## config.mk

```make
export PLATFORM = sky130hd
export DESIGN_NAME = delta_list_timer_queue_unit
export DESIGN_NICKNAME = d
export VERILOG_FILES = /design/src/sv/dltq_pkg.sv /design/src/sv/dltq_ctrl.sv /design/src/sv/dltq_dp.sv /design/src/sv/delta_list_timer_queue_unit.sv
export SDC_FILE = /design/constraint.sdc
export NUM_CORES = 2
export LEC_CHECK = 0
export BUFFER_PORTS_ARGS = -buffer_cell sky130_fd_sc_hd__buf_2
export CAP_MARGIN = 20
export CORE_UTILIZATION = 60
export DETAILED_ROUTE_END_ITERATION = 12
export PLACE_DENSITY_LB_ADDON = 0.1
export SLEW_MARGIN = 15
export SYNTH_ARGS = -nofsm -noshare
export SYNTH_HDL_FRONTEND = slang
export SYNTH_SLANG_ARGS = --single-unit
```

## constraint.sdc

```tcl
create_clock -name clk -period 18.5 [get_ports clk]
set_clock_uncertainty 0.2 [all_clocks]
set_input_delay 0.925 -clock clk [delete_from_list [all_inputs] [get_ports clk]]
set_output_delay 0.925 -clock clk [all_outputs]
set_load 0.02 [all_outputs]
```

## src/sv/dltq_pkg.sv

```systemverilog
// Shared types and codes for the delta-list timer queue.
package dltq_pkg;

	localparam int FuncBits = 2;
	localparam int SlotBits = 4;
	localparam int FieldTimeBits = 24;

	localparam logic [FuncBits-1:0] FUNC_ADD = 2'd0;
	localparam logic [FuncBits-1:0] FUNC_REMOVE = 2'd1;
	localparam logic [FuncBits-1:0] FUNC_TICK = 2'd2;

	typedef logic [3:0] dltq_op_t;

	localparam dltq_op_t OP_NONE = 4'd0;
	localparam dltq_op_t OP_LOAD = 4'd1;
	localparam dltq_op_t OP_FIND = 4'd2;
	localparam dltq_op_t OP_CARRY = 4'd3;
	localparam dltq_op_t OP_SET = 4'd4;
	localparam dltq_op_t OP_INS = 4'd5;
	localparam dltq_op_t OP_PLACE = 4'd6;
	localparam dltq_op_t OP_TICK = 4'd7;
	localparam dltq_op_t OP_RELOAD = 4'd8;
	localparam dltq_op_t OP_EMIT = 4'd9;

	typedef struct packed {
		dltq_op_t op;
	} dltq_cmd_t;

	typedef struct packed {
		logic [FuncBits-1:0] func;
		logic slot_ok;
		logic req_active;
		logic match;
		logic i_end;
		logic ins_done;
		logic tick_done;
		logic k_end;
		logic rl_go;
		logic k_last;
		logic out_free;
		logic full;
	} dltq_stat_t;

endpackage

```

## src/sv/dltq_ctrl.sv

```systemverilog
// Sequencer for the timer queue: steps the datapath through each request.
module dltq_ctrl (
	input  logic                 clk,
	input  logic                 arst_n,
	input  logic                 in_valid,
	output logic                 in_ready,
	input  dltq_pkg::dltq_stat_t stat,
	output dltq_pkg::dltq_cmd_t  cmd
);
	import dltq_pkg::*;

	localparam logic [3:0] ST_IDLE = 4'd0;
	localparam logic [3:0] ST_DECIDE = 4'd1;
	localparam logic [3:0] ST_FIND = 4'd2;
	localparam logic [3:0] ST_CARRY = 4'd3;
	localparam logic [3:0] ST_SET = 4'd4;
	localparam logic [3:0] ST_INS = 4'd5;
	localparam logic [3:0] ST_PLACE = 4'd6;
	localparam logic [3:0] ST_TICK = 4'd7;
	localparam logic [3:0] ST_RELOAD = 4'd8;
	localparam logic [3:0] ST_EMIT = 4'd9;

	logic [3:0] state_q, state_d;

	assign in_ready = (state_q == ST_IDLE);

	always_comb begin
		state_d = state_q;
		cmd.op = OP_NONE;
		unique case (state_q)
			ST_IDLE: begin
				if (in_valid) begin
					cmd.op = OP_LOAD;
					state_d = ST_DECIDE;
				end
			end
			ST_DECIDE: begin
				if (stat.func == FUNC_ADD && stat.slot_ok)
					state_d = stat.req_active ? ST_FIND : ST_SET;
				else if (stat.func == FUNC_REMOVE && stat.slot_ok && stat.req_active)
					state_d = ST_FIND;
				else if (stat.func == FUNC_TICK)
					state_d = ST_TICK;
				else
					state_d = ST_EMIT;
			end
			ST_FIND: begin
				cmd.op = OP_FIND;
				if (stat.match)
					state_d = ST_CARRY;
				else if (stat.i_end)
					state_d = ST_EMIT;
			end
			ST_CARRY: begin
				cmd.op = OP_CARRY;
				state_d = (stat.func == FUNC_ADD) ? ST_SET : ST_EMIT;
			end
			ST_SET: begin
				cmd.op = OP_SET;
				state_d = stat.full ? ST_EMIT : ST_INS;
			end
			ST_INS: begin
				cmd.op = OP_INS;
				if (stat.ins_done)
					state_d = ST_PLACE;
			end
			ST_PLACE: begin
				cmd.op = OP_PLACE;
				state_d = (stat.func == FUNC_TICK) ? ST_RELOAD : ST_EMIT;
			end
			ST_TICK: begin
				cmd.op = OP_TICK;
				if (stat.tick_done)
					state_d = ST_RELOAD;
			end
			ST_RELOAD: begin
				cmd.op = OP_RELOAD;
				if (stat.k_end)
					state_d = ST_EMIT;
				else if (stat.rl_go)
					state_d = ST_INS;
			end
			ST_EMIT: begin
				cmd.op = OP_EMIT;
				if (stat.out_free && stat.k_last)
					state_d = ST_IDLE;
			end
			default: state_d = ST_IDLE;
		endcase
	end

	always_ff @(posedge clk or negedge arst_n) begin
		if (!arst_n)
			state_q <= ST_IDLE;
		else
			state_q <= state_d;
	end
endmodule

```

## src/sv/dltq_dp.sv

```systemverilog
// Datapath of the timer queue: ordered slot list, deltas, slot records and result register.
module dltq_dp #(
	parameter int NUM_TIMERS = 16,
	parameter int TIME_BITS = 24
) (
	input  logic                 clk,
	input  logic                 arst_n,
	input  dltq_pkg::dltq_cmd_t  cmd,
	output dltq_pkg::dltq_stat_t stat,
	input  logic [1:0]           in_func,
	input  logic [3:0]           in_slot,
	input  logic [23:0]          in_duration,
	input  logic                 in_reload,
	input  logic [23:0]          in_elapsed,
	output logic                 out_valid,
	input  logic                 out_ready,
	output logic                 out_kind,
	output logic [3:0]           out_slot,
	output logic [23:0]          out_timeout,
	output logic                 out_last
);
	import dltq_pkg::*;

	localparam int SW = $clog2(NUM_TIMERS);
	localparam int CW = $clog2(NUM_TIMERS + 1);
	localparam int CAP = (NUM_TIMERS < 16) ? NUM_TIMERS : 16;
	localparam int KW = $clog2(CAP + 1);
	localparam int KIW = $clog2(CAP);

	logic [FuncBits-1:0]  req_func_q;
	logic [SlotBits-1:0]  req_slot_q;
	logic [TIME_BITS-1:0] req_dur_q;
	logic                 req_rel_q;
	logic [TIME_BITS-1:0] e_q;

	logic [SW-1:0]        slot_at_q [NUM_TIMERS];
	logic [TIME_BITS-1:0] delta_q [NUM_TIMERS];
	logic [TIME_BITS-1:0] period_q [NUM_TIMERS];
	logic                 reload_q [NUM_TIMERS];
	logic [NUM_TIMERS-1:0] active_q;
	logic [SW-1:0]        w_q [CAP];

	logic [CW-1:0]        n_q, i_q;
	logic [KW-1:0]        nexp_q, k_q;
	logic [TIME_BITS-1:0] carry_q, t_q;
	logic [SW-1:0]        s_q;

	logic [SW-1:0]        iw, rs, sl, wk;
	logic [TIME_BITS-1:0] c, head;
	logic                 i_lt_n, gt, eq, match, tick_done, full, k_end, k_last;
	logic                 slot_ok, rl_auto, rl_go, can_rec, out_free;

	assign iw = i_q[SW-1:0];
	assign rs = SW'(req_slot_q);
	assign c = delta_q[iw];
	assign sl = slot_at_q[iw];
	assign wk = w_q[k_q[KIW-1:0]];
	assign i_lt_n = (i_q < n_q);
	assign gt = (t_q > c);
	assign eq = (t_q == c);
	assign match = i_lt_n && (sl == rs);
	assign tick_done = !i_lt_n || (c > e_q);
	assign full = (n_q == CW'(NUM_TIMERS));
	assign k_end = (k_q >= nexp_q);
	assign k_last = (nexp_q == '0) || (k_q + KW'(1) == nexp_q);
	assign slot_ok = (32'(req_slot_q) < NUM_TIMERS);
	assign rl_auto = reload_q[wk];
	assign rl_go = rl_auto && !full;
	assign can_rec = (nexp_q < KW'(CAP));
	assign head = (n_q != '0) ? delta_q[0] : '0;
	assign out_free = !out_valid || out_ready;

	always_comb begin
		stat.func = req_func_q;
		stat.slot_ok = slot_ok;
		stat.req_active = active_q[rs];
		stat.match = match;
		stat.i_end = !i_lt_n;
		stat.ins_done = !i_lt_n || !gt;
		stat.tick_done = tick_done;
		stat.k_end = k_end;
		stat.rl_go = rl_go;
		stat.k_last = k_last;
		stat.out_free = out_free;
		stat.full = full;
	end

	always_ff @(posedge clk or negedge arst_n) begin
		if (!arst_n) begin
			n_q <= '0;
			i_q <= '0;
			k_q <= '0;
			nexp_q <= '0;
			active_q <= '0;
			out_valid <= 1'b0;
		end else begin
			if (out_ready && cmd.op != OP_EMIT)
				out_valid <= 1'b0;
			case (cmd.op)
				OP_LOAD: begin
					i_q <= '0;
					k_q <= '0;
					nexp_q <= '0;
				end
				OP_FIND: begin
					if (match)
						n_q <= n_q - CW'(1);
					else
						i_q <= i_q + CW'(1);
				end
				OP_CARRY: begin
					if (req_func_q == FUNC_REMOVE)
						active_q[rs] <= 1'b0;
				end
				OP_SET: begin
					active_q[rs] <= 1'b1;
					i_q <= '0;
				end
				OP_INS: begin
					if (i_lt_n && (gt || eq))
						i_q <= i_q + CW'(1);
				end
				OP_PLACE: begin
					n_q <= n_q + CW'(1);
					if (req_func_q == FUNC_TICK)
						k_q <= k_q + KW'(1);
				end
				OP_TICK: begin
					if (!tick_done) begin
						if (can_rec) begin
							nexp_q <= nexp_q + KW'(1);
							n_q <= n_q - CW'(1);
						end else begin
							i_q <= i_q + CW'(1);
						end
					end
				end
				OP_RELOAD: begin
					if (k_end) begin
						k_q <= '0;
					end else if (rl_go) begin
						i_q <= '0;
					end else begin
						if (!rl_auto)
							active_q[wk] <= 1'b0;
						k_q <= k_q + KW'(1);
					end
				end
				OP_EMIT: begin
					if (out_free) begin
						out_valid <= 1'b1;
						k_q <= k_q + KW'(1);
					end
				end
				default: ;
			endcase
		end
	end

	always_ff @(posedge clk) begin
		case (cmd.op)
			OP_LOAD: begin
				req_func_q <= in_func;
				req_slot_q <= in_slot;
				req_dur_q <= TIME_BITS'(in_duration);
				req_rel_q <= in_reload;
				e_q <= TIME_BITS'(in_elapsed);
			end
			OP_FIND: begin
				if (match) begin
					carry_q <= c;
					for (int j = 0; j < NUM_TIMERS - 1; j++) begin
						if (SW'(j) >= iw) begin
							slot_at_q[j] <= slot_at_q[j+1];
							delta_q[j] <= delta_q[j+1];
						end
					end
				end
			end
			OP_CARRY: begin
				if (i_lt_n)
					delta_q[iw] <= c + carry_q;
			end
			OP_SET: begin
				period_q[rs] <= req_dur_q;
				reload_q[rs] <= req_rel_q;
				t_q <= req_dur_q;
				s_q <= rs;
			end
			OP_INS: begin
				if (i_lt_n) begin
					if (gt)
						t_q <= t_q - c;
					else if (eq)
						t_q <= '0;
					else
						delta_q[iw] <= c - t_q;
				end
			end
			OP_PLACE: begin
				for (int j = 1; j < NUM_TIMERS; j++) begin
					if (CW'(j) > i_q) begin
						slot_at_q[j] <= slot_at_q[j-1];
						delta_q[j] <= delta_q[j-1];
					end
				end
				slot_at_q[iw] <= s_q;
				delta_q[iw] <= t_q;
			end
			OP_TICK: begin
				if (i_lt_n) begin
					if (c > e_q) begin
						delta_q[iw] <= c - e_q;
					end else begin
						e_q <= e_q - c;
						if (can_rec) begin
							w_q[nexp_q[KIW-1:0]] <= sl;
							for (int j = 0; j < NUM_TIMERS - 1; j++) begin
								if (SW'(j) >= iw) begin
									slot_at_q[j] <= slot_at_q[j+1];
									delta_q[j] <= delta_q[j+1];
								end
							end
						end else begin
							delta_q[iw] <= '0;
						end
					end
				end
			end
			OP_RELOAD: begin
				if (!k_end && rl_go) begin
					s_q <= wk;
					t_q <= period_q[wk];
				end
			end
			OP_EMIT: begin
				if (out_free) begin
					out_kind <= (nexp_q != '0);
					out_slot <= (nexp_q != '0) ? 4'(wk) : 4'd0;
					out_timeout <= 24'(head);
					out_last <= k_last;
				end
			end
			default: ;
		endcase
	end
endmodule

```

## src/sv/delta_list_timer_queue_unit.sv

```systemverilog
// Top level of the delta-list timer queue: stream ports, sequencer and datapath.
// Up to NUM_TIMERS slots are held in one list sorted by expiry, each storing its delay
// relative to the slot before it. A request is add (restarts an active slot), remove, or
// tick; every request returns one acknowledge, or one result per expired slot in list
// order, each carrying the head delay left after the request. Requests are handled one at
// a time by a single list walker that visits one entry per cycle: a remove walks the list
// once, an add walks it once to unlink an active slot and again to insert, and a tick
// passes each expired entry and makes a full insertion walk for every reloading slot that
// expires. Results leave through an output register so the next request is not held by a
// stalled result.
module delta_list_timer_queue_unit #(
	parameter int NUM_TIMERS = 16,
	parameter int TIME_BITS = 24
) (
	input  logic        clk,
	input  logic        arst_n,
	input  logic        s_tvalid,
	output logic        s_tready,
	// func[1:0], timer_slot[5:2], duration[29:6], reload_enable[30], elapsed[54:31]
	input  logic [55:0] s_tdata,
	output logic        m_tvalid,
	input  logic        m_tready,
	// expired_slot[3:0], first_timeout[27:4]
	output logic [31:0] m_tdata,
	// result_kind[0]
	output logic [0:0]  m_tuser,
	output logic        m_tlast
);
	import dltq_pkg::*;

	dltq_cmd_t   cmd;
	dltq_stat_t  stat;
	logic        out_kind;
	logic [3:0]  out_slot;
	logic [23:0] out_timeout;

	dltq_ctrl u_ctrl (
		.clk      (clk),
		.arst_n   (arst_n),
		.in_valid (s_tvalid),
		.in_ready (s_tready),
		.stat     (stat),
		.cmd      (cmd)
	);

	dltq_dp #(
		.NUM_TIMERS (NUM_TIMERS),
		.TIME_BITS  (TIME_BITS)
	) u_dp (
		.clk         (clk),
		.arst_n      (arst_n),
		.cmd         (cmd),
		.stat        (stat),
		.in_func     (s_tdata[1:0]),
		.in_slot     (s_tdata[5:2]),
		.in_duration (s_tdata[29:6]),
		.in_reload   (s_tdata[30]),
		.in_elapsed  (s_tdata[54:31]),
		.out_valid   (m_tvalid),
		.out_ready   (m_tready),
		.out_kind    (out_kind),
		.out_slot    (out_slot),
		.out_timeout (out_timeout),
		.out_last    (m_tlast)
	);

	assign m_tdata = {4'd0, out_timeout, out_slot};
	assign m_tuser = out_kind;
endmodule

```

### Word level (Yosys, flattened, before mapping)

Memory sizes are Yosys's and may differ from the RTL's.
Cells that the tools add are included.

| storage, ports and cells | value |
|---|---|
| input bits | 60 |
| output and inout port bits | 36 |
| memories | 5 |
| memory bits (writable) | 912 |
| flip-flop bits (word level) | 178 |

| operators by class | value |
|---|---|
| muxes and demuxes | 335 |
| order comparisons | 39 |
| eq/ne operators | 50 |
| $add $sub $neg | 10 |
| reductions and logical operators | 45 |
| bitwise logic cells | 67 |

Memories:

| name | depth | bits a word | read ports | clocked after memory_dff | write ports | line | source |
|---|---|---|---|---|---|---|---|
| u_dp.delta_q | 16 | 24 | 17 | 0 | 16 | dltq_dp.sv:37 | `logic [TIME_BITS-1:0] delta_q [NUM_TIMERS];` |
| u_dp.period_q | 16 | 24 | 1 | 0 | 1 | dltq_dp.sv:38 | `logic [TIME_BITS-1:0] period_q [NUM_TIMERS];` |
| u_dp.slot_at_q | 16 | 4 | 17 | 0 | 16 | dltq_dp.sv:36 | `logic [SW-1:0] slot_at_q [NUM_TIMERS];` |
| u_dp.w_q | 16 | 4 | 1 | 0 | 1 | dltq_dp.sv:41 | `logic [SW-1:0] w_q [CAP];` |
| u_dp.reload_q | 16 | 1 | 1 | 0 | 1 | dltq_dp.sv:39 | `logic reload_q [NUM_TIMERS];` |

Operators with widths:

| kind | number |
|---|---|
| 24-bit two-way mux | 40 |
| 1-bit two-way mux | 216 |
| 4-bit two-way mux | 46 |
| 24-bit subtractor | 4 |
| 5-bit two-way mux | 15 |
| 24-bit one-hot mux with 3 select lines | 1 |
| 16-bit two-way mux | 4 |
| 1-bit bitwise OR | 62 |
| 24-bit > comparator | 2 |
| 16-bit one-hot mux with 3 select lines | 1 |
| 24-bit one-hot mux with 2 select lines | 1 |
| 4-bit by 5-bit > comparator with 1-bit output (first input constant) | 8 |
| 4-bit one-hot mux with 10 select lines | 1 |
| 4-bit one-hot mux with 9 select lines | 1 |
| 16-bit bitwise AND | 2 |
| 4-bit by 3-bit == test with 1-bit output (second input constant) | 8 |
| 16-bit inverter | 2 |
| 4-bit greater-or-equal comparator (first input constant) | 7 |
| 5-bit one-hot mux with 5 select lines | 1 |
| 24-bit adder | 1 |
| 24-bit == test | 1 |
| 24-bit OR reduction | 1 |
| 2-bit != test (second input constant) | 11 |
| 5-bit by 1-bit adder with 5-bit output (second input constant) | 4 |
| other kinds (51) | 106 |

### Longest topological paths before layout

An unclocked memory read counts as a cell.

| logic depth | value |
|---|---|
| depth in word-level cells | 13 |
| mapped depth | 32 |
| depth with buffers taken out | 24 |

### Hierarchy

Synthesis repeated with hierarchy kept, for this count alone.

| unflattened totals | value |
|---|---|
| cells, all modules | 4853 |
| area total of the unflattened synthesis | 58513.6 um2 |

Modules (own cells, without submodules):

| module | sequential area each (um2) | area an instance (um2) | cells an instance | instances |
|---|---|---|---|---|
| dltq_dp | 32426.1 | 57969.3 | 4780 | 1 |
| dltq_ctrl | 100.1 | 510.5 | 68 | 1 |
| delta_list_timer_queue_unit | 0.0 | 33.8 | 5 | 1 |

### Worst setup path before layout

No wires, ideal clock.

| timing path | value |
|---|---|
| path kind | reg-to-reg |
| start | reg u_dp.i_q[1] |
| end | mem u_dp.delta_q[4][0], enable pin |
| buffers on the path | 8 |
| setup slack | 10.212 ns |
| stages on the path, launching flop included | 24 |
| clock period less this slack | 8.288 ns |
| arrival | 7.646 ns |
| cells stage by stage | dfrtp_1 > buf_4 > buf_4 > clkbuf_1 > clkbuf_1 > buf_1 > mux4_2 > mux4_2 > inv_1 > ha_1 > inv_1 > fa_1 > a211o_1 > a211oi_2 > o311ai_1 > o21ai_2 > a21oi_2 > nor3_1 > or3_1 > buf_2 > buf_6 > buf_6 > a21oi_1 > o31ai_1 |

RTL lines:

| what | line | source |
|---|---|---|
| start: declaration | dltq_dp.sv:43 | `logic [CW-1:0] n_q, i_q;` |
| start signal: assignment | dltq_dp.sv:109 | `i_q <= i_q + CW'(1);` |
| start signal: assignment | dltq_dp.sv:121 | `i_q <= i_q + CW'(1);` |
| start signal: assignment | dltq_dp.sv:134 | `i_q <= i_q + CW'(1);` |
| end: declaration | dltq_dp.sv:37 |  |

==> results.sh <==
export IMPL_synth_edf_count=1049
export IMPL_synth_top_family_by_area="multiplexers"
export IMPL_slowest_delay_ns=1.04
export IMPL_intPower_uw=6820
export IMPL_yosys_area_share_simple=0.0854
export IMPL_worstMarginPinSlew_ns=1.19
export IMPL_critPathLaunchType="register"
export IMPL_total_power_uw=12300
export IMPL_syn2layout_area_growth_pct=9.85
export IMPL_clk_path_buf_depth=3
export IMPL_grt_max_degree=70
export IMPL_irDropWorstVdd_uv=146
export IMPL_synth_area_um2=57900
export IMPL_fin_crit_ns=9.94
export IMPL_postRouteAntennaNets=0
export IMPL_ys_ff_latch=1090
export IMPL_most_common_layout_cells="edfxtp_1 (1049), nand2_1 (402), o21ai_0 (342)"
export IMPL_min_path_type="in2async"
export IMPL_yosysSeqAreaShare=0.562
export IMPL_outcome="finished, final reports clean"
export IMPL_antenna_found_initial=5
export IMPL_synthFlopType="edfxtp_1"
export IMPL_setup_tns_final_ns=0
export IMPL_synth_compound_area_frac=0.118
export IMPL_path_max_fanout=49
export IMPL_crit_required_ns=18.90
export IMPL_ys_warn_count=0
export IMPL_cts_tree="yes"
export IMPL_cts_resized_gates=0
export IMPL_start_util=0.608
export IMPL_dp_hpwl_um=105000
export IMPL_die_w_um=313
export IMPL_worstSkewPairLatency_ns=0.74
export IMPL_drcViolationCount=0
export IMPL_syn_inst=4513
export IMPL_yosys_area_top_type="edfxtp_1"
export IMPL_grt_util_all_layers=0.351
export IMPL_pin_count=96
export IMPL_rsz0062_at_grt="false"
export IMPL_yosys_area_top_type_share=0.544
export IMPL_synth_area_top_cells="edfxtp_1 (54%), mux4_2 (9.4%), mux2i_1 (4.0%)"
export IMPL_cts_root_buf="clkbuf_16"
export IMPL_nNetsFinal=4686
export IMPL_dr_first_iter_drc_count=5569
export IMPL_r2r_start="u_dp.i_q[1]"
export IMPL_holdBufCountCts=0
export IMPL_relSlewSlack=0.203
export IMPL_post_cts_buffers=0
export IMPL_finalMaxSlewViolations=0
export IMPL_seqPwrFrac=0.299
export IMPL_synth_fa_ha_area_frac=0.0268
export IMPL_pre_cts_ws_ns=8.71
export IMPL_coreArea_um2=95300
export IMPL_p_leak_uw=0.0231
export IMPL_crit_type="reg2reg"
export IMPL_async_flop_share=0.0376
export IMPL_final_common_cell="edfxtp_1"
export IMPL_power_frac_comb=0.509
export IMPL_startpoint="u_dp.i_q[1]"
export IMPL_cp_cell_sequence="buf_4 -> buf_4 -> mux4_2 -> mux4_2 -> inv_1 -> fa_1 -> nand3_1 -> a21oi_1 -> o21ai_0 -> nand2b_1 -> nand4_1 -> buf_4 -> o21ai_0 -> ha_1 -> nor2b_1 -> o21a_1 -> o21a_1 -> o41a_1 -> a31oi_1 -> xor2_1 -> a211oi_1 -> o21ai_1 -> nor2_1 -> a221o_1"
export IMPL_ys_types=88
export IMPL_rows=113
export IMPL_synth_xor_area_share=0.0157
export IMPL_synthMuxAreaShare=0.160
export IMPL_totalWireLength_um=174000
export IMPL_p_per_area_nw_per_um2=193
export IMPL_grt_overflow=0
export IMPL_viasPerCell=6.92
export IMPL_end_kind="register"
export IMPL_hold_viol=0
export IMPL_grt_pass1_wl_um=251000
export IMPL_crit_top_cell="buf_4"
export IMPL_crit_family="compound AO/OA/AOI/OAI gates"
export IMPL_period_share=0.537
export IMPL_final_setup_viol_count=0
export IMPL_die_h_um=313
export IMPL_maxCapViolCount=0
export IMPL_p_sw_frac=0.445
export IMPL_insertedDiodeCount=0
export IMPL_dieArea_um2=97800
export IMPL_arrival_ns=10.34
export IMPL_clockPowerShare=0.192
export IMPL_layout_drive_gt1_share=0.172
export IMPL_cts_buffers=113
export IMPL_syn_area_per_cell_um2=12.8
export IMPL_cp_buffers_inverters=4
export IMPL_htree_num_levels=3
export IMPL_max_freq_mhz=101
export IMPL_routabilityCongestion=0.933
export IMPL_p_switching_uw=5460
export IMPL_clock_sinks=1090
export IMPL_vias=40600
export IMPL_wire_per_inst_um=29.6
export IMPL_clk_pin_slew_worst_paths_ns=0.06
export IMPL_portBuffers=90
export IMPL_dr_pass1_iters=7
export IMPL_grt_pass1_vias=38300
export IMPL_setup_ws_ns=8.56
export IMPL_cp_slowest_cell="dfrtp_4"
[per-layer routing]
| layer | up-vias | routed length [µm] | global-route usage | part of all wire |
|---|---|---|---|---|
| li1 | 17400 | - | - | - |
| met1 | 19900 | 66900 | 0.495 | 0.38 |
| met2 | 2791 | 77300 | 0.529 | 0.45 |
| met3 | 479 | 20000 | 0.0644 | 0.11 |
| met4 | 2 | 9530 | 0.175 | 0.055 |
| met5 | - | 12 | 0 | 0.000069 |
[final cells by class]
class	instances	area, µm²
fill	6924	31700
sequential	1090	32500
multi-input combinational	3003	24000
clock inverter	76	828
tap	1265	1580
timing repair buffer	197	1340
inverter	100	375
clock buffer	136	3000
[power by group through the flow]
stage	combinational, µW	sequential [µW]	clock (µW)
3_5_place_dp	6050	3700	0
5_1_grt	6590	3700	2460
3_3_place_gp	5990	3690	0
4_1_cts	6090	3650	2380
2_1_floorplan	4140	3540	0
6_report	6250	3670	2360
[cell families (layout without fill, tap and decap cells)]
| family | after synthesis | after routing |
|---|---|---|
| buf+inv | 423 | 509 |
| flops | 1090 | 1090 |
| fa+ha+maj | 121 | 121 |
| simple gates | 1104 | 1104 |
| other cells | 1 | 4 |
| mux | 581 | 581 |
| compound gates | 1089 | 1089 |
| xor+xnor | 104 | 104 |
[registers in the layout, indices dropped and copies added, names as in the netlist, 24 cells and up]
signal and cells:
u_dp.carry_q 24, u_dp.delta_q 384, u_dp.e_q 24, u_dp.out_timeout 24
u_dp.period_q 384, u_dp.req_dur_q 24, u_dp.slot_at_q 64, u_dp.t_q 24
u_dp.w_q 64
[worst paths after layout]
path,to,cells past startpoint,slack (ns)
max,u_dp.delta_q[3][14],24,8.56
min,u_dp.active_q[0],1,0.16
max reg2reg,u_dp.delta_q[3][14],24,8.56
min reg2reg,u_dp.active_q[3],2,0.34
max in group asynchronous,u_dp.i_q[2],1,17.22
min in group clk,u_dp.req_dur_q[11],1,0.17
[stage by stage]
stage	cells	hold slack (ns)	cell area (µm²)	util
final	5867	0.155	63600	0.668
after global routing	5867	0.155	63600	0.668
after CTS	5861	0.140	63500	0.666
after detailed placement	5649	0.324	59700	0.626
after global placement	5647	0.314	59600	0.626
after floorplan	4516	0.290	57900	-
[worst register-to-register path: stages, from the launching register on]
cell and delay, ns:
dfrtp_4 1.04, buf_4 0.77, buf_4 0.84, mux4_2 0.69, mux4_2 0.65, inv_1 0.31
fa_1 0.27, nand3_1 0.11, a21oi_1 0.26, o21ai_0 0.21, nand2b_1 0.22, nand4_1 0.13
buf_4 0.41, o21ai_0 0.21, ha_1 0.35, nor2b_1 0.16, o21a_1 0.18, o21a_1 0.20
o41a_1 0.40, a31oi_1 0.60, xor2_1 0.14, a211oi_1 0.71, o21ai_1 0.39, nor2_1 0.21
a221o_1 0.15
[synth_stat cells (all sizes together), types with 66 or more instances]
library cell / number
mux2: 90
a21oi: 274
buf: 162
nand3: 81
edfxtp: 1049
nor2: 348
a221o: 73
ha: 116
o21ai: 359
mux2i: 230
a21o: 66
clkbuf: 161
inv: 97
mux4: 261
nand2: 403
No activity file was read; power rests on OpenSTA's default activity.
